**src/rrts_pkg.sv**
```systemverilog
// Shared constants, types and helpers for the round-robin task scheduler.
package rrts_pkg;

    localparam int NUM_SLOTS = 32;
    localparam int SLOT_W    = $clog2(NUM_SLOTS);
    localparam int TIME_BITS = 32;
    localparam int STACK_W   = 10;
    localparam int OUT_SLOT_W = 5;

    localparam int OPCODE_W   = 3;
    localparam int DURATION_W = 16;
    localparam int NOW_W      = 32;
    localparam int STATUS_W   = 2;
    localparam int MODE_W     = 2;

    localparam int S_DATA_BITS = OPCODE_W + DURATION_W + NOW_W;
    localparam int S_DATA_W    = ((S_DATA_BITS + 7) / 8) * 8;
    localparam int M_DATA_BITS = OUT_SLOT_W + STATUS_W + OUT_SLOT_W;
    localparam int M_DATA_W    = ((M_DATA_BITS + 7) / 8) * 8;

    localparam logic [STACK_W-1:0] STACK_SIZE_RESET = STACK_W'(20);
    localparam int FORK_MEM_LIMIT = 1024;
    localparam int FORK_PROD_W    = STACK_W + SLOT_W + 1;

    localparam logic [OPCODE_W-1:0] OP_INIT     = 3'd0;
    localparam logic [OPCODE_W-1:0] OP_TICK     = 3'd1;
    localparam logic [OPCODE_W-1:0] OP_EXIT     = 3'd2;
    localparam logic [OPCODE_W-1:0] OP_SLEEP    = 3'd3;
    localparam logic [OPCODE_W-1:0] OP_SPAWN    = 3'd4;
    localparam logic [OPCODE_W-1:0] OP_FORK     = 3'd5;
    localparam logic [OPCODE_W-1:0] OP_WAKE_ALL = 3'd6;

    localparam logic [MODE_W-1:0] MODE_EMPTY = 2'd0;
    localparam logic [MODE_W-1:0] MODE_READY = 2'd1;
    localparam logic [MODE_W-1:0] MODE_SLEEP = 2'd2;

    localparam logic [STATUS_W-1:0] ST_OK           = 2'd0;
    localparam logic [STATUS_W-1:0] ST_NONE_READY   = 2'd1;
    localparam logic [STATUS_W-1:0] ST_FORK_REFUSED = 2'd2;

    typedef logic [SLOT_W-1:0]    slot_t;
    typedef logic [TIME_BITS-1:0] time_t;

    typedef enum logic [1:0] {
        ST_IDLE,
        ST_TICK,
        ST_WAKE,
        ST_DONE
    } state_t;

    function automatic slot_t next_slot(input slot_t s);
        slot_t r;
        if (s == SLOT_W'(NUM_SLOTS - 1))
            r = '0;
        else
            r = s + SLOT_W'(1);
        return r;
    endfunction

    function automatic logic [OUT_SLOT_W-1:0] out_slot(input slot_t s);
        logic [SLOT_W+OUT_SLOT_W-1:0] wide;
        wide = {{OUT_SLOT_W{1'b0}}, s};
        return wide[OUT_SLOT_W-1:0];
    endfunction

endpackage

```
**src/round_robin_task_scheduler.sv**
```systemverilog
// Top level of the round-robin task scheduler with sleep timers.
//
// Input words arrive on s_tvalid/s_tready/s_tdata, one event each; every
// event yields exactly one result word on m_tvalid/m_tready/m_tdata.
// Slot modes and wake deadlines live in two synchronous RAMs (registered
// read); a valid flag per slot makes never-written slots read as empty.
// Init, exit, sleep, spawn, fork and unused opcodes go straight from idle
// to the done state; wake all first sweeps every slot through the mode RAM
// read port; a schedule tick reads one slot per cycle and stops at the
// first ready slot or expired sleeping slot, after at most NUM_SLOTS slots.
// The done state loads the result once the output register is free. One
// event is in work at a time; s_tready rises together with m_tvalid when
// the result is loaded. s_tready is high whenever no event is
// in work, also while a finished result waits in the output register. A
// stalled receiver holds the result and blocks only the completion of the
// following event. Reset empties every slot, zeroes the active slot and
// loads stack_size with 20; no clearing pass is run.
// cfg_wr_en writes stack_size at once; the user must use it only while idle, the block does not enforce this.
module round_robin_task_scheduler
    import rrts_pkg::*;
(
    input  logic                clk,
    input  logic                rst_n,
    input  logic                cfg_wr_en,
    input  logic [STACK_W-1:0]  cfg_wr_data,
    input  logic                s_tvalid,
    output logic                s_tready,
    // [2:0] opcode, [18:3] sleep_duration, [50:19] now_time, [55:51] zero
    input  logic [S_DATA_W-1:0] s_tdata,
    output logic                m_tvalid,
    input  logic                m_tready,
    // [4:0] running_slot, [6:5] status, [11:7] created_slot, [15:12] zero
    output logic [M_DATA_W-1:0] m_tdata
);

    state_t state_reg, state_next;

    logic [STACK_W-1:0]  stack_size_reg;
    slot_t               active_reg, active_next;
    slot_t               eval_slot_reg, eval_slot_next;
    slot_t               eval_cnt_reg, eval_cnt_next;
    time_t               now_reg, now_next;
    logic [STATUS_W-1:0] status_reg, status_next;
    slot_t               created_reg, created_next;
    logic [NUM_SLOTS-1:0] mode_valid_reg;

    logic                m_valid_reg, m_valid_next;
    logic [M_DATA_W-1:0] m_data_reg, m_data_next;

    logic [OPCODE_W-1:0]   in_opcode;
    logic [DURATION_W-1:0] in_duration;
    logic [NOW_W-1:0]      in_now;
    time_t                 in_now_t;

    logic               mode_wr_en;
    slot_t              mode_wr_addr;
    logic [MODE_W-1:0]  mode_wr_data;
    logic [MODE_W-1:0]  mode_rd_data;
    logic [MODE_W-1:0]  mode_eff;
    logic               dl_wr_en;
    time_t              dl_wr_data;
    time_t              dl_rd_data;
    slot_t              rd_addr;

    logic [FORK_PROD_W-1:0] fork_prod;
    logic                   fork_ok;
    logic                   accept;
    logic                   out_free;
    logic                   wakes;

    assign in_opcode   = s_tdata[OPCODE_W-1:0];
    assign in_duration = s_tdata[OPCODE_W+DURATION_W-1:OPCODE_W];
    assign in_now      = s_tdata[S_DATA_BITS-1:OPCODE_W+DURATION_W];
    assign in_now_t    = TIME_BITS'(in_now);

    assign fork_prod = FORK_PROD_W'(NUM_SLOTS) * FORK_PROD_W'(stack_size_reg);
    assign fork_ok   = fork_prod <= FORK_PROD_W'(FORK_MEM_LIMIT);

    assign s_tready = (state_reg == ST_IDLE);
    assign accept   = s_tvalid && s_tready;
    assign out_free = !m_valid_reg || m_tready;
    assign m_tvalid = m_valid_reg;
    assign m_tdata  = m_data_reg;

    assign mode_eff = mode_valid_reg[eval_slot_reg] ? mode_rd_data : MODE_EMPTY;
    assign wakes    = (mode_eff == MODE_SLEEP) && (dl_rd_data < now_reg);

    rrts_ram #(
        .WIDTH (MODE_W),
        .DEPTH (NUM_SLOTS)
    ) u_mode_ram (
        .clk     (clk),
        .wr_en   (mode_wr_en),
        .wr_addr (mode_wr_addr),
        .wr_data (mode_wr_data),
        .rd_addr (rd_addr),
        .rd_data (mode_rd_data)
    );

    rrts_ram #(
        .WIDTH (TIME_BITS),
        .DEPTH (NUM_SLOTS)
    ) u_deadline_ram (
        .clk     (clk),
        .wr_en   (dl_wr_en),
        .wr_addr (active_reg),
        .wr_data (dl_wr_data),
        .rd_addr (rd_addr),
        .rd_data (dl_rd_data)
    );

    always_comb
    begin
        state_next     = state_reg;
        active_next    = active_reg;
        eval_slot_next = eval_slot_reg;
        eval_cnt_next  = eval_cnt_reg;
        now_next       = now_reg;
        status_next    = status_reg;
        created_next   = created_reg;
        mode_wr_en     = 1'b0;
        mode_wr_addr   = active_reg;
        mode_wr_data   = MODE_EMPTY;
        dl_wr_en       = 1'b0;
        dl_wr_data     = in_now_t + TIME_BITS'(in_duration);
        rd_addr        = next_slot(eval_slot_reg);
        m_valid_next   = m_valid_reg && !m_tready;
        m_data_next    = m_data_reg;

        case (state_reg)
            ST_IDLE:
            begin
                status_next  = ST_OK;
                created_next = '0;
                now_next     = in_now_t;
                rd_addr      = next_slot(active_reg);
                if (accept)
                begin
                    state_next = ST_DONE;
                    case (in_opcode)
                        OP_INIT:
                        begin
                            active_next  = '0;
                            mode_wr_en   = 1'b1;
                            mode_wr_addr = '0;
                            mode_wr_data = MODE_READY;
                        end
                        OP_TICK:
                        begin
                            eval_slot_next = next_slot(active_reg);
                            eval_cnt_next  = '0;
                            state_next     = ST_TICK;
                        end
                        OP_EXIT:
                        begin
                            mode_wr_en   = 1'b1;
                            mode_wr_data = MODE_EMPTY;
                        end
                        OP_SLEEP:
                        begin
                            mode_wr_en   = 1'b1;
                            mode_wr_data = MODE_SLEEP;
                            dl_wr_en     = 1'b1;
                        end
                        OP_SPAWN:
                        begin
                            active_next  = next_slot(active_reg);
                            created_next = next_slot(active_reg);
                            mode_wr_en   = 1'b1;
                            mode_wr_addr = next_slot(active_reg);
                            mode_wr_data = MODE_READY;
                        end
                        OP_FORK:
                        begin
                            if (fork_ok)
                            begin
                                active_next  = next_slot(active_reg);
                                created_next = next_slot(active_reg);
                                mode_wr_en   = 1'b1;
                                mode_wr_addr = next_slot(active_reg);
                                mode_wr_data = MODE_READY;
                            end
                            else
                            begin
                                status_next = ST_FORK_REFUSED;
                            end
                        end
                        OP_WAKE_ALL:
                        begin
                            rd_addr        = '0;
                            eval_slot_next = '0;
                            state_next     = ST_WAKE;
                        end
                        default:
                        begin
                            state_next = ST_DONE;
                        end
                    endcase
                end
            end
            ST_TICK:
            begin
                if ((mode_eff == MODE_READY) || wakes)
                begin
                    mode_wr_en   = wakes;
                    mode_wr_addr = eval_slot_reg;
                    mode_wr_data = MODE_READY;
                    active_next  = eval_slot_reg;
                    state_next   = ST_DONE;
                end
                else if (eval_cnt_reg == SLOT_W'(NUM_SLOTS - 1))
                begin
                    status_next = ST_NONE_READY;
                    state_next  = ST_DONE;
                end
                else
                begin
                    eval_slot_next = next_slot(eval_slot_reg);
                    eval_cnt_next  = eval_cnt_reg + SLOT_W'(1);
                end
            end
            ST_WAKE:
            begin
                mode_wr_en   = (mode_eff == MODE_SLEEP);
                mode_wr_addr = eval_slot_reg;
                mode_wr_data = MODE_READY;
                if (eval_slot_reg == SLOT_W'(NUM_SLOTS - 1))
                    state_next = ST_DONE;
                else
                    eval_slot_next = eval_slot_reg + SLOT_W'(1);
            end
            ST_DONE:
            begin
                if (out_free)
                begin
                    m_valid_next = 1'b1;
                    m_data_next  = M_DATA_W'({out_slot(created_reg), status_reg,
                                              out_slot(active_reg)});
                    state_next   = ST_IDLE;
                end
            end
            default:
            begin
                state_next = ST_IDLE;
            end
        endcase
    end

    always_ff @(posedge clk or negedge rst_n)
    begin
        if (!rst_n)
        begin
            state_reg      <= ST_IDLE;
            stack_size_reg <= STACK_SIZE_RESET;
            active_reg     <= '0;
            mode_valid_reg <= '0;
            m_valid_reg    <= 1'b0;
        end
        else
        begin
            state_reg   <= state_next;
            active_reg  <= active_next;
            m_valid_reg <= m_valid_next;
            if (cfg_wr_en)
            begin
                stack_size_reg <= cfg_wr_data;
            end
            if (mode_wr_en)
            begin
                mode_valid_reg[mode_wr_addr] <= 1'b1;
            end
        end
    end

    always_ff @(posedge clk)
    begin
        eval_slot_reg <= eval_slot_next;
        eval_cnt_reg  <= eval_cnt_next;
        now_reg       <= now_next;
        status_reg    <= status_next;
        created_reg   <= created_next;
        m_data_reg    <= m_data_next;
    end

    a_wake_writes_ready: assert property (@(posedge clk) disable iff (!rst_n)
        (state_reg == ST_WAKE && mode_wr_en) |-> mode_wr_data == MODE_READY)
        else $error("wake-all sweep wrote a mode other than ready");

    a_tick_enters_walk: assert property (@(posedge clk) disable iff (!rst_n)
        (accept && in_opcode == OP_TICK) |=> state_reg == ST_TICK)
        else $error("accepted tick did not start the slot walk");

    a_result_from_done: assert property (@(posedge clk) disable iff (!rst_n)
        $rose(m_valid_reg) |-> $past(state_reg) == ST_DONE)
        else $error("result word loaded outside the done state");

    a_tick_moves_active: assert property (@(posedge clk) disable iff (!rst_n)
        (state_reg == ST_TICK && mode_wr_en) |=> active_reg == $past(eval_slot_reg))
        else $error("woken slot did not become the active slot");

endmodule

```
**src/rrts_ram.sv**
```systemverilog
// Generic simple dual-port RAM with one write port and a registered read port.
module rrts_ram #(
    parameter int WIDTH = 8,
    parameter int DEPTH = 32
) (
    input  logic                     clk,
    input  logic                     wr_en,
    input  logic [$clog2(DEPTH)-1:0] wr_addr,
    input  logic [WIDTH-1:0]         wr_data,
    input  logic [$clog2(DEPTH)-1:0] rd_addr,
    output logic [WIDTH-1:0]         rd_data
);

    logic [WIDTH-1:0] mem [DEPTH];
    logic [WIDTH-1:0] rd_data_reg;

    always_ff @(posedge clk)
    begin
        if (wr_en)
        begin
            mem[wr_addr] <= wr_data;
        end
        rd_data_reg <= mem[rd_addr];
    end

    assign rd_data = rd_data_reg;

endmodule
```
**config.mk**
```make
export PLATFORM = sky130hd
export DESIGN_NAME = round_robin_task_scheduler
export DESIGN_NICKNAME = d
export VERILOG_FILES = /design/src/rrts_pkg.sv /design/src/round_robin_task_scheduler.sv /design/src/rrts_ram.sv
export SDC_FILE = /design/constraint.sdc
export NUM_CORES = 2
export LEC_CHECK = 0
export BUFFER_PORTS_ARGS = -buffer_cell sky130_fd_sc_hd__buf_2
export CORE_MARGIN = 2
export CORE_UTILIZATION = 45
export CTS_BUF_LIST = sky130_fd_sc_hd__clkbuf_4 sky130_fd_sc_hd__clkbuf_8 sky130_fd_sc_hd__clkbuf_16
export DETAILED_ROUTE_END_ITERATION = 7
export PLACE_DENSITY = 0.71
export SKIP_LAST_GASP = 1
export SYNTH_ARGS = -nofsm -noshare
export SYNTH_HDL_FRONTEND = slang
export SYNTH_SLANG_ARGS = --single-unit
```
**constraint.sdc**
```tcl
create_clock -name clk -period 13.2 [get_ports clk]
set_input_delay 2.64 -clock clk [delete_from_list [all_inputs] [get_ports clk]]
set_output_delay 2.64 -clock clk [all_outputs]
set_load 0.01 [all_outputs]
```
## Yosys cells after proc, flatten, opt, wreduce, memory -nomap -nowiden

Memory sizes are Yosys's and may differ from the RTL's. A register that Yosys moved wholly into a read port is not among the register bits.
Index checks and enable logic that the tools add are counted.
W data, S select, Z words.

- Bits in writable memories: 1088
- Logic and storage cells: 127
- Latch bits: 0
- Output and inout port bits: 18
- Bits in read-only memories: 0
- Input bits: 71
- Register bits: 111
- Memories: 2

- Multiply operators: 0
- Multiplexer cells: 61
- Add/subtract/negate cells: 4
- Reduce and logical (&&, ||, !) cells: 19
- Shift-type cells: 0
- Divide/modulo/power cells: 0
- Eq/ne operators: 24
- Magnitude comparators: 5
- Bitwise operators: 1

Memories:

| memory | words | bits a word | read ports | clocked after memory_dff | wr ports | RTL line | RTL |
|---|---|---|---|---|---|---|---|
| u_deadline_ram.mem | 32 | 32 | 1 | 1 | 1 | rrts_ram.sv:14 | `logic [WIDTH-1:0] mem [DEPTH];` |
| u_mode_ram.mem | 32 | 2 | 1 | 1 | 1 | rrts_ram.sv:14 |  |

Operators by type and width:

| operator | count |
|---|---|
| $mux W5 | 17 |
| $pmux W5 S3 | 3 |
| $pmux W5 S2 | 4 |
| $add A32 B16 Y32 | 1 |
| $lt A32 B32 Y1 | 1 |
| $or A32 B32 Y32 | 1 |
| $mux W2 | 12 |
| $mux W1 | 16 |
| $add A5 B1 Y5 const B | 3 |
| $eq A5 B5 Y1 const B | 3 |
| $le A15 B11 Y1 const B | 1 |
| $lt A5 B6 Y1 const B | 2 |
| $ne A2 B2 Y1 const B | 6 |
| $pmux W2 S3 | 2 |
| $eq A3 B3 Y1 const B | 3 |
| $pmux W2 S2 | 2 |
| $pmux W2 S4 | 1 |
| $eq A2 B2 Y1 const B | 3 |
| $eq A3 B2 Y1 const B | 2 |
| $reduce_and A6 Y1 | 1 |
| $bmux W1 S5 | 1 |
| $demux W1 S5 | 1 |
| $ge A5 B1 Y1 const B | 1 |
| $reduce_and A5 Y1 | 1 |
| 19 further kinds | 26 |

## Logic depth before layout (Yosys ltp)

- Depth after elaboration: 13
- Mapped depth: 14
- Gate-level depth less buffers: 12

## By module

From an unflattened synthesis, not the netlist that was laid out.

- Cell total of the unflattened synthesis: 3076
- Area, all modules: 50206.9 um2

By module, submodules not included:

| module | instances | cells an instance | sequential area each (um2) | area each (um2) |
|---|---|---|---|---|
| rrts_ram (u_deadline_ram) | 1 | 2260 | 31390.1 | 40492.6 |
| round_robin_task_scheduler | 1 | 632 | 3085.5 | 6930.4 |
| rrts_ram (u_mode_ram) | 1 | 184 | 1961.9 | 2783.9 |

## Worst setup path after synthesis

OpenSTA, ideal clock, no wires.

- Kind: input port to flip-flop
- Start point: input port s_tdata[3]
- End point: memory u_deadline_ram.mem[0][18] (netlist name) (data pin)
- Cell stages on the path: 12
- Setup time: 0.371 ns
- Required time: 12.829 ns
- Setup slack: 7.365 ns
- Buffers on the path: 0
- Data arrival time: 5.464 ns
- Cell sequence: ha_1 > inv_1 > fa_1 > nor2b_1 > o21a_1 > o21ai_0 > a211o_1 > nand4_1 > a31o_2 > a21oi_1 > nor2_1 > xor2_1

- Longest elaborated chain between the ends: 1

Ends and longest elaborated chain:

| what | RTL line | RTL |
|---|---|---|
| from (decl) | round_robin_task_scheduler.sv:29 | `input logic [S_DATA_W-1:0] s_tdata,` |
| $add A32 B16 Y32 | round_robin_task_scheduler.sv:125 | `dl_wr_data = in_now_t + TIME_BITS'(in_duration);` |
| named net dl_wr_data[18] | round_robin_task_scheduler.sv:61 | `time_t dl_wr_data;` |
| to (decl) | rrts_ram.sv:14 |  |

The timed path passes the listed nets, and every way through them passes these cells.

## Worst setup path after layout

- Start point: input port s_tdata[0]
- End point: register u_deadline_ram.rd_data_reg[22] (netlist: u_deadline_ram.rd_data[22]) (read register of u_deadline_ram.mem)

- Longest elaborated chain between the ends: 4

Ends and longest elaborated chain:

| what | RTL line | RTL |
|---|---|---|
| $eq A3 B3 Y1 | round_robin_task_scheduler.sv:140 | `case (in_opcode)` |
| $mux W5 | round_robin_task_scheduler.sv:140 |  |
| $mux W5 | round_robin_task_scheduler.sv:137 | `if (accept)` |
| $mux W5 | round_robin_task_scheduler.sv:130 | `case (state_reg)` |
| to (decl) | rrts_ram.sv:15 | `logic [WIDTH-1:0] rd_data_reg;` |

Every way passes these cells.
A chain may end at the register's enable or synchronous reset.

==> summary.md <==
| Metric | Value |
|---|---|
| Hold Path Depth | `0` |
| Final nets | `3448` |
| Detailed-router iteration count before antenna repair | `6` |
| Int Power | `9086 uW` |
| Worst Clk Skew | `0.01855 ns` |
| Sequential area share after synthesis | `73.17%` |
| Status | `finished clean` |
| Clock Sinks | `1233` |
| CP Capture Type | `register` |
| Initial antenna violation count | `10` |
| Crit path max-delay family | `buffers and inverters` |
| Max Transition Viols Final | `0` |
| Sw Pwr | `5202 uW` |
| Worst vdd ir | `0.3221 mV` |
| RR Endpoint | `u_deadline_ram.rd_data[20]` |
| Final worst path period share | `48.57%` |
| Hold Vio Cnt, Final | `0` |
| Final Setup Violations | `0` |
| Post-CTS Setup Bufs | `0` |
| Layout cells sized above 1 | `16.58%` |
| Final wirelength | `120600 um` |
| TritonCTS Buffers | `116` |
| Leakage | `0.01841 uW` |
| Sw Ratio | `36.41%` |
| Req. time, crit path | `13.77 ns` |
| Async S/R FF share, synth | `4.055%` |
| Critical path type | `primary input to register` |
| Core ar. | `110200 um2` |
| Number of remaining DRC errors | `0` |
| Logic pwr share | `41.8%` |
| Cell Pwr Density | `252.8 nW/um2` |
| Synth top area share | `69.29%` |
| FP Rows | `122` |
| Bufs and invs on worst path | `4` |
| Reg-to-reg slack, setup | `7.64 ns` |
| Wire length per cell | `24.55 um` |
| Critical path fanouts, max | `88` |
| Post-cts sizing count | `0` |
| Type of the most critical hold path | `register to register` |
| Top cells by area, synth | `edfxtp_1 (69%), mux4_2 (3.2%), nand2_1 (2.5%), dfrtp_1 (2.4%), o221ai_1 (2.4%)` |
| Critical path launch point type | `primary input` |
| Chip width | `336.7 um` |
| Die area | `113300 um2` |
| F_max | `156.0 MHz` |
| H-tree levels | `3` |
| Worst EP arrival | `6.98 ns` |
| Hold Path Sink | `m_tdata[9]` |
| Clock power share | `25.2%` |
| Layout area overhead | `13.48%` |
| Clock-pin slew on the worst setup and hold paths | `0.06 ns` |
| Detail Route Antenna Nets | `0` |
| Gr usage total | `21.11%` |
| First-pass GRT wire length | `178800 um` |
| Initial Util | `45.18%` |
| Placement Setup Slack | `6.099 ns` |
| Setup TNS | `0 ns` |
| Max_cap viols | `0` |
| Synth Instances | `3272` |
| DR vias/cell | `6.028` |
| Clk Latency, worst-skew pair | `0.70 ns` |
| Reg power frac | `33.0%` |
| Hold-fix buffers at CTS | `0` |
| DR vias | `29620` |
| Most frequent CP cell | `buf_4` |
| Worst reg-to-reg path cell count | `12` |
| Post-synth top area cell | `edfxtp_1` |
| Clock Root Buffer | `clkbuf_16` |
| DP Wirelength | `59780 um` |
| Slew headroom | `14.48%` |
| Final setup margin | `6.789 ns` |
| Cell area after synthesis | `49800 um2` |
| Synth warn | `0` |
| Remaining global-route overflow | `0` |
| Die Ht | `336.7 um` |
| Synth Flop Type | `edfxtp_1` |
| Largest net degree at the start of global routing | `218` |
| Hold path start | `created_reg[2]` |
| Top-level port count | `89` |
| Worst Tran Pin Value | `1.282 ns` |
| Initial drt markers | `3890` |
| Syn_area_per_cell | `15.22 um2` |
| Clock Tree Buf Depth | `3` |
| Routability Congestion | `0.8131` |
| Port bufs | `79` |
| CTS tree | `yes` |
| Regs by FF count | `u_deadline_ram.mem x1024, u_mode_ram.mem x64` |
| Min Clock Period, post-route | `6.411 ns` |
| Vias in the first global route | `28610` |
| CP max stage delay | `0.88 ns` |
| Post-synth EDFFs | `1149` |
| Max FFs per register | `1024` |
| Yosys cell types | `69` |
| Largest Register | `u_deadline_ram.mem` |
| Slowest stage cell on the critical path | `nand2_4` |
| Worst r2r src | `eval_slot_reg[0]` |
| RSZ-0062 raised after global routing | `false` |
| Critical path, cell by cell | `buf_2 > inv_1 > and3_1 > nand3_1 > nand2_4 > buf_4 > buf_4 > o21ai_0 > mux4_2 > mux2_2` |
| Synth Register Bits | `1233` |
## Yosys cell counts, drive strengths merged (6+ instances only)
cell type	n
ha	61
mux2i	10
o22ai	141
xnor2	22
a211o	6
o21bai	27
inv	61
mux2	48
nor2b	10
edfxtp	1149
dfxtp	34
and3	10
nand3	13
and2	147
a211oi	149
o211ai	9
nand2b	12
nor3	17
o221ai	136
dfrtp	48
o21a	6
o31ai	12
o21ai	166
clkbuf	196
xor2	12
mux4	70
nor2	106
nand4	8
buf	31
a21oi	35
nand2	333
a31oi	140
## kinds of logic (layout without fill, tap and decap cells)
logic type | Yosys count | count (layout) | synth area share, %
other | 1 | 11 | 0.007530
XOR/XNOR | 34 | 34 | 0.5980
multiplexers | 128 | 128 | 4.452
AND/OR/NAND/NOR | 667 | 667 | 6.143
buffers and inverters | 288 | 432 | 2.246
adder cells (fa/ha/maj) | 62 | 62 | 1.573
AO/OA/AOI/OAI | 859 | 859 | 11.81
flip-flops | 1233 | 1233 | 73.17
## final cells by class
type                    count  area (um2)
diodes                      7       17.52
clock buffers             158        3383
multi-input cells        1754       12790
repair buffers            149       958.4
inverters                  61       229.0
well taps                1488        1862
fillers                  8847       53700
clock inverters            64       833.3
flip-flops and latches   1233       36440
## stage by stage
step	hold slack [ns]	power, uW	instance area (um2)	utilization, %	cells
final	0.4195	14290	56510	51.28	4914
after global routing	0.4242	15030	56490	51.26	4907
after CTS	0.4208	14320	56480	51.25	4907
after detailed placement	0.4061	10720	52270	47.42	4685
after global placement	0.4054	10620	52270	47.42	4685
after floorplan	0.4003	9163	49810	-	3275
## placed cells by master, fill, tap and decap left out, drive strengths merged, types with 106 or more instances in the layout
master	count
o221ai	136
a31oi	140
buf	149
and2	147
o22ai	141
o21ai	166
clkbuf	158
nand2	333
nor2	106
edfxtp	1149
a211oi	149
## worst max-delay path by stage
stage          depth (start not counted)  startpoint  slack (ns)                          to
5_1_grt                               10  s_tdata[0]        6.49  u_deadline_ram.rd_data[24]
4_1_cts                               10  s_tdata[0]        6.82  u_deadline_ram.rd_data[24]
2_1_floorplan                         12  s_tdata[3]        7.37   u_deadline_ram.mem[0][18]
3_5_place_dp                          10  s_tdata[0]        6.10  u_deadline_ram.rd_data[24]
6_report                              10  s_tdata[0]        6.79  u_deadline_ram.rd_data[22]
3_3_place_gp                          10  s_tdata[0]        6.19  u_deadline_ram.rd_data[22]
## metal layers
layer | vias up | part of all wire, % | wire length (um) | GRT usage, %
li1 | 13010 | - | - | -
met1 | 14900 | 41 | 49800 | 30.65
met2 | 1449 | 46 | 55170 | 32.33
met3 | 259 | 9.6 | 11590 | 3.761
met4 | 6 | 3.4 | 4046 | 7.057
met5 | - | 0.036 | 44 | 0
## power groups by stage
stage / clock network (uW) / logic, uW / registers [uW]
6_report: 3600 / 5980 / 4710
5_1_grt: 3780 / 6520 / 4730
4_1_cts: 3630 / 5970 / 4710
3_5_place_dp: 0 / 5930 / 4790
3_3_place_gp: 0 / 5830 / 4790
2_1_floorplan: 0 / 4420 / 4740
Note: power is estimated with default switching activity, not from simulation.
